<file path="src/sv/cftb_pkg.sv">
// ----------------------------------------------------------------------------
// cftb_pkg
// Shared types, constants and the control store of the cumulative
// frequency table builder.
// ----------------------------------------------------------------------------
package cftb_pkg;

	localparam int TABLE_ENTRIES = 256;
	localparam int IDX_BITS      = $clog2(TABLE_ENTRIES);
	localparam int COUNT_BITS    = 32;
	localparam int DATA_BITS     = 32;
	localparam int LIMIT_BITS    = 32;
	localparam int LAST_BITS     = 8;
	localparam int SUM_BITS      = 41;
	localparam int SHIFT_BITS    = $clog2(SUM_BITS + 1);
	localparam int CFG_IDX_BITS  = 8;
	localparam int STEP_BITS     = 5;

	typedef logic [IDX_BITS-1:0]     idx_t;
	typedef logic [COUNT_BITS-1:0]   count_t;
	typedef logic [DATA_BITS-1:0]    data_t;
	typedef logic [LIMIT_BITS-1:0]   limit_t;
	typedef logic [LAST_BITS-1:0]    last_t;
	typedef logic [SUM_BITS-1:0]     sum_t;
	typedef logic [SHIFT_BITS-1:0]   shift_t;
	typedef logic [CFG_IDX_BITS-1:0] cfg_idx_t;
	typedef logic [STEP_BITS-1:0]    step_t;

	typedef enum logic [1:0] {
		ACT_WRITE = 2'd0,
		ACT_ADD   = 2'd1,
		ACT_BUILD = 2'd2,
		ACT_READ  = 2'd3
	} action_t;

	typedef enum logic [1:0] {
		ST_OK          = 2'd0,
		ST_BAD_INDEX   = 2'd1,
		ST_UNREACHABLE = 2'd2
	} status_t;

	localparam cfg_idx_t REG_LAST_INDEX    = 8'd0;
	localparam cfg_idx_t REG_QUARTER_LIMIT = 8'd1;

	localparam last_t  LAST_INDEX_RESET    = 8'd255;
	localparam limit_t QUARTER_LIMIT_RESET = 32'd16384;

	// datapath operations
	typedef enum logic [3:0] {
		U_NOP,
		U_LATCH,
		U_WR_AMT,
		U_RD_SLOT,
		U_ADD_WB,
		U_RES_RDATA,
		U_SUM_INIT,
		U_RD_IDX,
		U_SUM_ACC,
		U_HALVE,
		U_IDX_CLR,
		U_CUM_WR,
		U_RES_PREV,
		U_RES_ERR1,
		U_RES_ERR2,
		U_EMIT
	} uop_t;

	// jump conditions
	typedef enum logic [3:0] {
		C_NEXT,
		C_ALWAYS,
		C_NO_REQ,
		C_BAD_IDX,
		C_ACTION,
		C_LIMIT_BAD,
		C_IDX_MORE,
		C_FITS,
		C_OUT_FREE
	} cond_t;

	typedef struct packed {
		uop_t  uop;
		cond_t cond;
		step_t target;
	} ctrl_word_t;

	typedef struct packed {
		action_t action;
		logic    bad_idx;
		logic    limit_bad;
		logic    idx_more;
		logic    fits;
		logic    out_free;
	} flags_t;

	// program addresses
	localparam step_t S_IDLE      = 5'd0;
	localparam step_t S_CHECK     = 5'd1;
	localparam step_t S_DISPATCH  = 5'd2;
	localparam step_t S_WR        = 5'd3;
	localparam step_t S_ADD_RD    = 5'd4;
	localparam step_t S_ADD_WB    = 5'd5;
	localparam step_t S_RD        = 5'd6;
	localparam step_t S_RD_RES    = 5'd7;
	localparam step_t S_BUILD     = 5'd8;
	localparam step_t S_SUM_RD    = 5'd9;
	localparam step_t S_SUM_ACC   = 5'd10;
	localparam step_t S_SCALE     = 5'd11;
	localparam step_t S_HALVE     = 5'd12;
	localparam step_t S_CUM_INIT  = 5'd13;
	localparam step_t S_CUM_RD    = 5'd14;
	localparam step_t S_CUM_WR    = 5'd15;
	localparam step_t S_BUILD_RES = 5'd16;
	localparam step_t S_ERR1      = 5'd17;
	localparam step_t S_ERR2      = 5'd18;
	localparam step_t S_EMIT      = 5'd19;
	localparam step_t S_RETRY     = 5'd20;

	// control store
	function automatic ctrl_word_t ucode(input step_t step);
		ctrl_word_t w;
		w = '{U_NOP, C_ALWAYS, S_IDLE};
		unique case (step)
			S_IDLE:      w = '{U_LATCH,     C_NO_REQ,    S_IDLE};
			S_CHECK:     w = '{U_NOP,       C_BAD_IDX,   S_ERR1};
			S_DISPATCH:  w = '{U_NOP,       C_ACTION,    S_IDLE};
			S_WR:        w = '{U_WR_AMT,    C_ALWAYS,    S_EMIT};
			S_ADD_RD:    w = '{U_RD_SLOT,   C_NEXT,      S_IDLE};
			S_ADD_WB:    w = '{U_ADD_WB,    C_ALWAYS,    S_EMIT};
			S_RD:        w = '{U_RD_SLOT,   C_NEXT,      S_IDLE};
			S_RD_RES:    w = '{U_RES_RDATA, C_ALWAYS,    S_EMIT};
			S_BUILD:     w = '{U_SUM_INIT,  C_LIMIT_BAD, S_ERR2};
			S_SUM_RD:    w = '{U_RD_IDX,    C_NEXT,      S_IDLE};
			S_SUM_ACC:   w = '{U_SUM_ACC,   C_IDX_MORE,  S_SUM_RD};
			S_SCALE:     w = '{U_NOP,       C_FITS,      S_CUM_INIT};
			S_HALVE:     w = '{U_HALVE,     C_ALWAYS,    S_SCALE};
			S_CUM_INIT:  w = '{U_IDX_CLR,   C_NEXT,      S_IDLE};
			S_CUM_RD:    w = '{U_RD_IDX,    C_NEXT,      S_IDLE};
			S_CUM_WR:    w = '{U_CUM_WR,    C_IDX_MORE,  S_CUM_RD};
			S_BUILD_RES: w = '{U_RES_PREV,  C_ALWAYS,    S_EMIT};
			S_ERR1:      w = '{U_RES_ERR1,  C_ALWAYS,    S_EMIT};
			S_ERR2:      w = '{U_RES_ERR2,  C_ALWAYS,    S_EMIT};
			S_EMIT:      w = '{U_EMIT,      C_OUT_FREE,  S_IDLE};
			S_RETRY:     w = '{U_NOP,       C_ALWAYS,    S_EMIT};
			default:     w = '{U_NOP,       C_ALWAYS,    S_IDLE};
		endcase
		return w;
	endfunction

	// jump table for the request's action
	function automatic step_t dispatch(input action_t action);
		step_t s;
		s = S_RD;
		unique case (action)
			ACT_WRITE: s = S_WR;
			ACT_ADD:   s = S_ADD_RD;
			ACT_BUILD: s = S_BUILD;
			ACT_READ:  s = S_RD;
			default:   s = S_RD;
		endcase
		return s;
	endfunction

endpackage

</file>
<file path="src/sv/cftb_sequencer.sv">
// ----------------------------------------------------------------------------
// cftb_sequencer
// Step counter over the control store, with conditional and dispatch jumps.
// ----------------------------------------------------------------------------
module cftb_sequencer (
	input  logic                  clk,
	input  logic                  arst_n,
	input  logic                  cmd_valid,
	input  cftb_pkg::flags_t      flags,
	output cftb_pkg::ctrl_word_t  ctrl,
	output logic                  cmd_ready
);

	cftb_pkg::step_t upc_q;
	cftb_pkg::step_t target;
	cftb_pkg::step_t next_step;
	logic            jump;

	assign ctrl      = cftb_pkg::ucode(upc_q);
	assign cmd_ready = (upc_q == cftb_pkg::S_IDLE);

	always_comb begin
		jump = 1'b0;
		unique case (ctrl.cond)
			cftb_pkg::C_NEXT:      jump = 1'b0;
			cftb_pkg::C_ALWAYS:    jump = 1'b1;
			cftb_pkg::C_NO_REQ:    jump = !cmd_valid;
			cftb_pkg::C_BAD_IDX:   jump = flags.bad_idx;
			cftb_pkg::C_ACTION:    jump = 1'b1;
			cftb_pkg::C_LIMIT_BAD: jump = flags.limit_bad;
			cftb_pkg::C_IDX_MORE:  jump = flags.idx_more;
			cftb_pkg::C_FITS:      jump = flags.fits;
			cftb_pkg::C_OUT_FREE:  jump = flags.out_free;
			default:               jump = 1'b0;
		endcase
		target    = (ctrl.cond == cftb_pkg::C_ACTION) ?
		            cftb_pkg::dispatch(flags.action) : ctrl.target;
		next_step = jump ? target : upc_q + 1'b1;
	end

	always_ff @(posedge clk or negedge arst_n) begin
		if (!arst_n) begin
			upc_q <= cftb_pkg::S_IDLE;
		end else begin
			upc_q <= next_step;
		end
	end

endmodule

</file>
<file path="config.mk">
export PLATFORM = sky130hd
export DESIGN_NAME = cftb_sequencer
export DESIGN_NICKNAME = d
export VERILOG_FILES = /design/src/sv/cftb_pkg.sv /design/src/sv/cftb_sequencer.sv
export SDC_FILE = /design/constraint.sdc
export NUM_CORES = 1
export LEC_CHECK = 0
export BUFFER_PORTS_ARGS = -buffer_cell sky130_fd_sc_hd__buf_2
export CAP_MARGIN = 20
export CORE_MARGIN = 5
export CORE_UTILIZATION = 44
export CTS_CLUSTER_DIAMETER = 30
export DETAILED_ROUTE_END_ITERATION = 10
export PLACE_DENSITY = 0.75
export SLEW_MARGIN = 15
export SYNTH_ARGS = -nofsm -noshare
export SYNTH_HDL_FRONTEND = slang
export SYNTH_SLANG_ARGS = --single-unit
</file>
<file path="constraint.sdc">
create_clock -name clk -period 2.61 [get_ports clk]
set_input_delay 0.1305 -clock clk [delete_from_list [all_inputs] [get_ports clk]]
set_output_delay 0.1305 -clock clk [all_outputs]
set_load 0.005 [all_outputs]
</file>
==> results of run 1 <==
==> cells by family after synthesis <==
group,share of synthesized area [%]
adder cells (fa/ha/maj),15.31
flip-flops,12.76
multiplexers,10.20
buffers and inverters,9.310
AND/OR/NAND/NOR,26.53
XOR/XNOR,2.679
AO/OA/AOI/OAI,23.21
==> metrics by stage <==
step	util (%)	setup slack [ps]	hold WS (ps)
after floorplan	-	264.8	-165.1
after global placement	52.65	281.5	-51.77
after detailed placement	52.65	118.5	-51.33
after CTS	54.33	102.7	223.0
after global routing	54.61	39.59	240.1
final	54.61	216.4	225.9
==> routing by layer <==
metal,global-route usage (%),vias to the layer above,part of all wire (%)
met5,0,-,0
met4,0.9934,0,0
met3,3.846,0,6.0
met2,26.75,37,50
met1,19.95,448,44
li1,-,483,-
==> what timing repair did <==
action                     in CTS  in global routing
setup endpoints to repair       0                  5
hold endpoints to repair        5                  0
hold buffers                    1                  0
resized for setup               0                  2
==> power breakdown <==
part | switching (mW) | total, mW | internal (mW)
Combinational | 0.705 | 1.31 | 0.602
Clock | 0.0325 | 0.0904 | 0.0578
Sequential | 0.0677 | 0.186 | 0.118
==> worst min path at each step <==
stage	startpoint	endpoint	slack [ps]	cells after the start
final	arst_n	upc_q[1]	230	2
after global routing	arst_n	upc_q[1]	240	2
after CTS	arst_n	upc_q[4]	220	2
after detailed placement	arst_n	upc_q[4]	-50	1
after global placement	arst_n	upc_q[4]	-50	1
after floorplan	arst_n	upc_q[0]	-170	0
==> cells in the final DEF, fill, tap and decap left out, types with 2 or more instances in the layout <==
master    netlist  routed
nor2b_1         2       2
o21ai_0         5       5
o22ai_1         4       4
nand2b_1        5       5
inv_1          10      10
nor3_1          2       2
nor3_2          2       2
nand2_1         5       5
nor2_1         12      12
buf_2           0      23
and3_1          3       3
a211oi_1        3       2
dfrtp_1         5       4
nor3b_1         2       2
a31oi_1         3       3
ha_1           12      12
clkbuf_4        1       3
mux2i_1        10      10
buf_4           2       8
nand3_1         3       3
nand2b_4        2       2
xnor2_1         2       2
==> area by class of cell <==
class,count,area [µm²]
clock buffers,4,26.28
well taps,28,35.03
multi-input cells,96,769.5
fillers,224,984.7
repair buffers,32,185.2
inverters,11,42.54
flip-flops and latches,5,126.4
==> reports/qor.yml, run 1 <==
run_status:
  outcome: "completed"
logic_synthesis:
  ys_types: 44
  seq_area_frac_synth_pct: 12.76
  synth_edf_count: 0
  syn_area_um2: 980.9
  syn_area_per_cell_um2: 8.175
  synth_ff_type: "dfrtp_1"
  synth_top_area_share_pct: 15.31
  ys_ff_latch: 5
  syn_inst: 120
  yosys-top-cells-count: "ha_1 (12), nor2_1 (12), inv_1 (10), mux2i_1 (10)"
  synth-async-reset-ratio_pct: 100.0
  yosys.area.top_type: "ha_1"
  netlist_top_cells_area: "ha_1 (15%), dfrtp_1 (13%), mux2i_1 (10%), nor2_1 (4.6%), inv_1 (3.8%)"
  synth_nets: 142
  yosys_warnings: 0
power_and_ir_drop:
  power.density_nw_per_um2: 1336
  leakage_nw: 0.5985
  irDropWorstVdd_mv: 0.6016
  power_mw: 1.584
cts:
  cts_max_path_buffers: 2
  clock_latency_ps: 240
  cts_tree: "yes"
  clk_pin_slew_ps: 40
  cts_sinks: 5
  cts-root-buf: "clkbuf_4"
  postCtsSetupBuffers: 0
  htree_num_levels: 1
  numCtsBuffers: 3
critical_path:
  crit_fanout: 6
  r2r_cells: 9
  r2r-end: "upc_q[3]"
  crit_path_end: "upc_q[3]"
  rrSetupSlack_ps: 220
  path_cells: "ha_1 -> ha_1 -> nor2b_1 -> nor3_2 -> or3b_1 -> a311oi_2 -> a2111oi_4 -> buf_4 -> mux2i_1"
  critPathArrivalTime_ps: 2510
  critPathBufInv: 1
  critical-path-top-delay-family: "simple AND/OR/NAND/NOR gates"
  worst-path-stages: 9
  path_common_cell: "ha_1"
  critPathKind: "flop to flop"
  cp-startpoint: "upc_q[0]"
  cp.required_ps: 2730
  cpPeakStageDelay_ps: 450
  worstReg2RegStart: "upc_q[0]"
  cp-start-kind: "flop"
  end_kind: "flop"
  critPathSlowestCell: "dfrtp_2"
placement:
  place.gp.congestion: 0.8447
  dpl_cell_area_um2: 1142
  dp_hpwl_mm: 2.004
  numPlacedInstances: 171
  io_buffer_count: 23
final_layout:
  diodes: 0
  regMostFlops: "upc_q"
  largestRegisters: "upc_q x5"
  fin_area_um2: 1185
  drive_gt1_share_pct: 33.11
  nets: 171
  area_delta_synth_final_pct: 20.79
  largest_register_ffs: 5
  finalNonFillerCells: 176
timing:
  tightest_slew_ps: 487.4
  maxSlewViolCount: 0
  fmax_mhz: 417.8
  skew_ps: 1.243
  fin_crit_sh_pct: 91.71
  setup_viol_count_final: 0
  fin_tns_setup_ps: 0
  rsz0062_at_grt: "false"
  fin_crit_ps: 2394
  slew_headroom_pct: 67.51
  finalHoldViolCount: 0
floorplan:
  ios: 24
  start_util_pct: 45.21
  core_um2: 2170
  dieArea_um2: 3274
  rows: 17
  die_w_um: 57.22
  die_h_um: 57.22
drt:
  wl_per_cell_um: 14.30
  routed_wl_mm: 2.517
  vias_per_cell: 5.500
  initialDrtViolationCount: 37
  drc: 0
  ant_nets: 0
  drt-pass1-iter-count: 4
  num_vias: 968
hold_path:
  min_path_type: "input port to async pin"
global_route:
  grt_usage_pct: 15.35
  antenna_found_initial: 0
  grt_max_degree: 22
  grt_pass1_vias: 936
  grt-ovfl-total: 0
  grt_pass1_wl_mm: 4.167
flow_run:
  drv_cap: 0
Power figures use the tool's default switching activity.
==> run 2: changes to the inputs <==
--- a/config.mk
+++ b/config.mk
@@ -8,11 +8,11 @@
 export BUFFER_PORTS_ARGS = -buffer_cell sky130_fd_sc_hd__buf_2
 export CAP_MARGIN = 20
 export CORE_MARGIN = 5
-export CORE_UTILIZATION = 44
+export CORE_UTILIZATION = 53
 export CTS_CLUSTER_DIAMETER = 30
 export DETAILED_ROUTE_END_ITERATION = 10
-export PLACE_DENSITY = 0.75
-export SLEW_MARGIN = 15
+export PLACE_DENSITY = 0.86
+export SLEW_MARGIN = 10
 export SYNTH_ARGS = -nofsm -noshare
 export SYNTH_HDL_FRONTEND = slang
 export SYNTH_SLANG_ARGS = --single-unit
==> constraint.sdc (replaced) <==
create_clock -name clk -period 2.61 [get_ports clk]
set_input_delay 0.783 -clock clk [delete_from_list [all_inputs] [get_ports clk]]
set_output_delay 0.783 -clock clk [all_outputs]
set_load 0.005 [all_outputs]
==> run 2 against run 1 <==
The run now ends with setup timing left. Register-to-register slack got worse by 30 ps. Critical path depth fell by 3. Sequential share of layout area is 0.49 points lower. Count of clock-buffer cells in the layout stayed put. Largest power group unchanged. Highest routed layer is now met4.
==> reports/qor.yml, run 2 (synthesis gave the netlist of run 1 again) <==
run_status:
  outcome: "finished with violations"
  violations: "setup timing"
drt:
  num_vias: 1009
  routed_wl_mm: 2.769
  drt-pass1-iter-count: 4
  ant_nets: 0
  wl_per_cell_um: 15.64
  drc: 0
  initialDrtViolationCount: 59
  vias_per_cell: 5.701
floorplan:
  core_um2: 1745
  die_h_um: 53.02
  dieArea_um2: 2811
  rows: 15
  ios: 24
  die_w_um: 53.02
  start_util_pct: 56.20
cts:
  clk_pin_slew_ps: 50
  cts-root-buf: "clkbuf_4"
  numCtsBuffers: 3
  clock_latency_ps: 250
  cts_tree: "yes"
  htree_num_levels: 1
  cts_sinks: 5
  cts_max_path_buffers: 2
final_layout:
  drive_gt1_share_pct: 38.82
  largestRegisters: "upc_q x5"
  fill_cells: 130
  regMostFlops: "upc_q"
  layout_common_cells: "buf_2 (23), buf_4 (13), nor2_1 (11)"
  layout_commonest_cell: "buf_2"
  nets: 175
  largest_register_ffs: 5
  diodes: 0
  area_delta_synth_final_pct: 25.38
placement:
  pre_cts_slack_ps: 189.4
  io_buffer_count: 23
  dp_hpwl_mm: 1.975
  place.gp.congestion: 0.9160
global_route:
  grt-ovfl-total: 0
  grt_max_degree: 22
  grtUsageMet3_pct: 3.380
  grt_pass1_vias: 974
  grt_usage_pct: 20.31
  use_met2_pct: 35.54
  antenna_found_initial: 0
  grt_pass1_wl_mm: 4.146
  grt-busiest-layer: "met2"
  met1_usage_pct: 21.60
critical_path:
  critPathBufInv: 2
  path_common_cell: "ha_1"
  cpPeakStageDelay_ps: 410
  path_cells: "buf_4 -> ha_1 -> ha_1 -> a221oi_2 -> o21ai_2 -> buf_2"
  cp.required_ps: 1830
  crit_fanout: 4
  cp-start-kind: "flop"
  critPathArrivalTime_ps: 1840
  critical-path-top-delay-family: "compound AO/OA/AOI/OAI gates"
  critPathKind: "flop to primary output"
  rrSetupSlack_ps: 190
  critPathSlowestCell: "dfrtp_1"
  end_kind: "primary output"
timing:
  fin_crit_ps: 2619
  fin_ws_ps: -9.043
  finalHoldViolCount: 0
  fmax_mhz: 381.8
  maxSlewViolCount: 0
  skew_ps: 6.176
  fin_crit_sh_pct: 100.3
  setup_viol_count_final: 1
  slew_headroom_pct: 73.22
  tightest_slew_ps: 401.8
power_and_ir_drop:
  leakage_nw: 0.6179
  power_mw: 1.728
  power.density_nw_per_um2: 1405
  irDropWorstVdd_mv: 0.8295
hold_path:
  min_path_type: "input port to async pin"
flow_run:
  drv_cap: 0
[run 2: changes by cell type in the layout (fill, tap and decap cells not counted), sizes merged]
cell	delta
buf	+5
dlygate4sd3	-1
[run 2: worst paths after layout]
kind	from	endpoint	cells after the start
worst min register to register	upc_q[0]	upc_q[0]	1
worst max-delay path	upc_q[1]	ctrl[1]	6
max in group asynchronous	arst_n	upc_q[3]	1
worst min-delay path	arst_n	upc_q[1]	1
min in group clk	upc_q[0]	upc_q[0]	1
worst max register to register	upc_q[1]	upc_q[3]	10
[run 2: cell type report]
cell class                 instances  area, µm²  area share, %
sequential                         5      125.1          10.17
timing repair buffer              36      212.7          17.29
inverter                          11      42.54          3.459
multi-input combinational         96      792.0          64.39
tap                               25      31.28          2.543
clock buffer                       4      26.28          2.136
[run 2: timing repair]
item | 4_1_cts | 5_1_grt
setup buffers | 2 | 2
resized for setup | 3 | 5
hold buffers | 0 | 0
endpoints found under the hold margin | 0 | 0
pin swaps | 0 | 2
endpoints found under the setup margin | 2 | 3
[run 2: report_power, final]
group | leakage [nW] | switching [mW] | internal [mW] | total (mW)
clock network | 0.0150 | 0.0351 | 0.0580 | 0.0931
logic | 0.540 | 0.769 | 0.685 | 1.45
registers | 0.0625 | 0.0651 | 0.117 | 0.182
[run 2: per-layer routing]
layer | share of wire [%] | vias to the layer above
met4 | 2.9 | 0
met3 | 7.2 | 8
li1 | - | 489
met1 | 38 | 469
met2 | 52 | 43
met5 | 0 | -
[run 2: per-stage QoR]
stage / instance area, µm² / hold WS, ps / setup TNS, ps / instances / util, %
6_report: 1230 / 333.4 / -9.043 / 177 / 70.47
3_5_place_dp: 1146 / 565.5 / 0 / 169 / 65.66
4_1_cts: 1190 / 328.7 / 0 / 175 / 68.17
5_1_grt: 1230 / 336.2 / -173.6 / 177 / 70.47
2_1_floorplan: 980.9 / 487.4 / 0 / 120 / -
3_3_place_gp: 1146 / 544.8 / 0 / 169 / 65.66
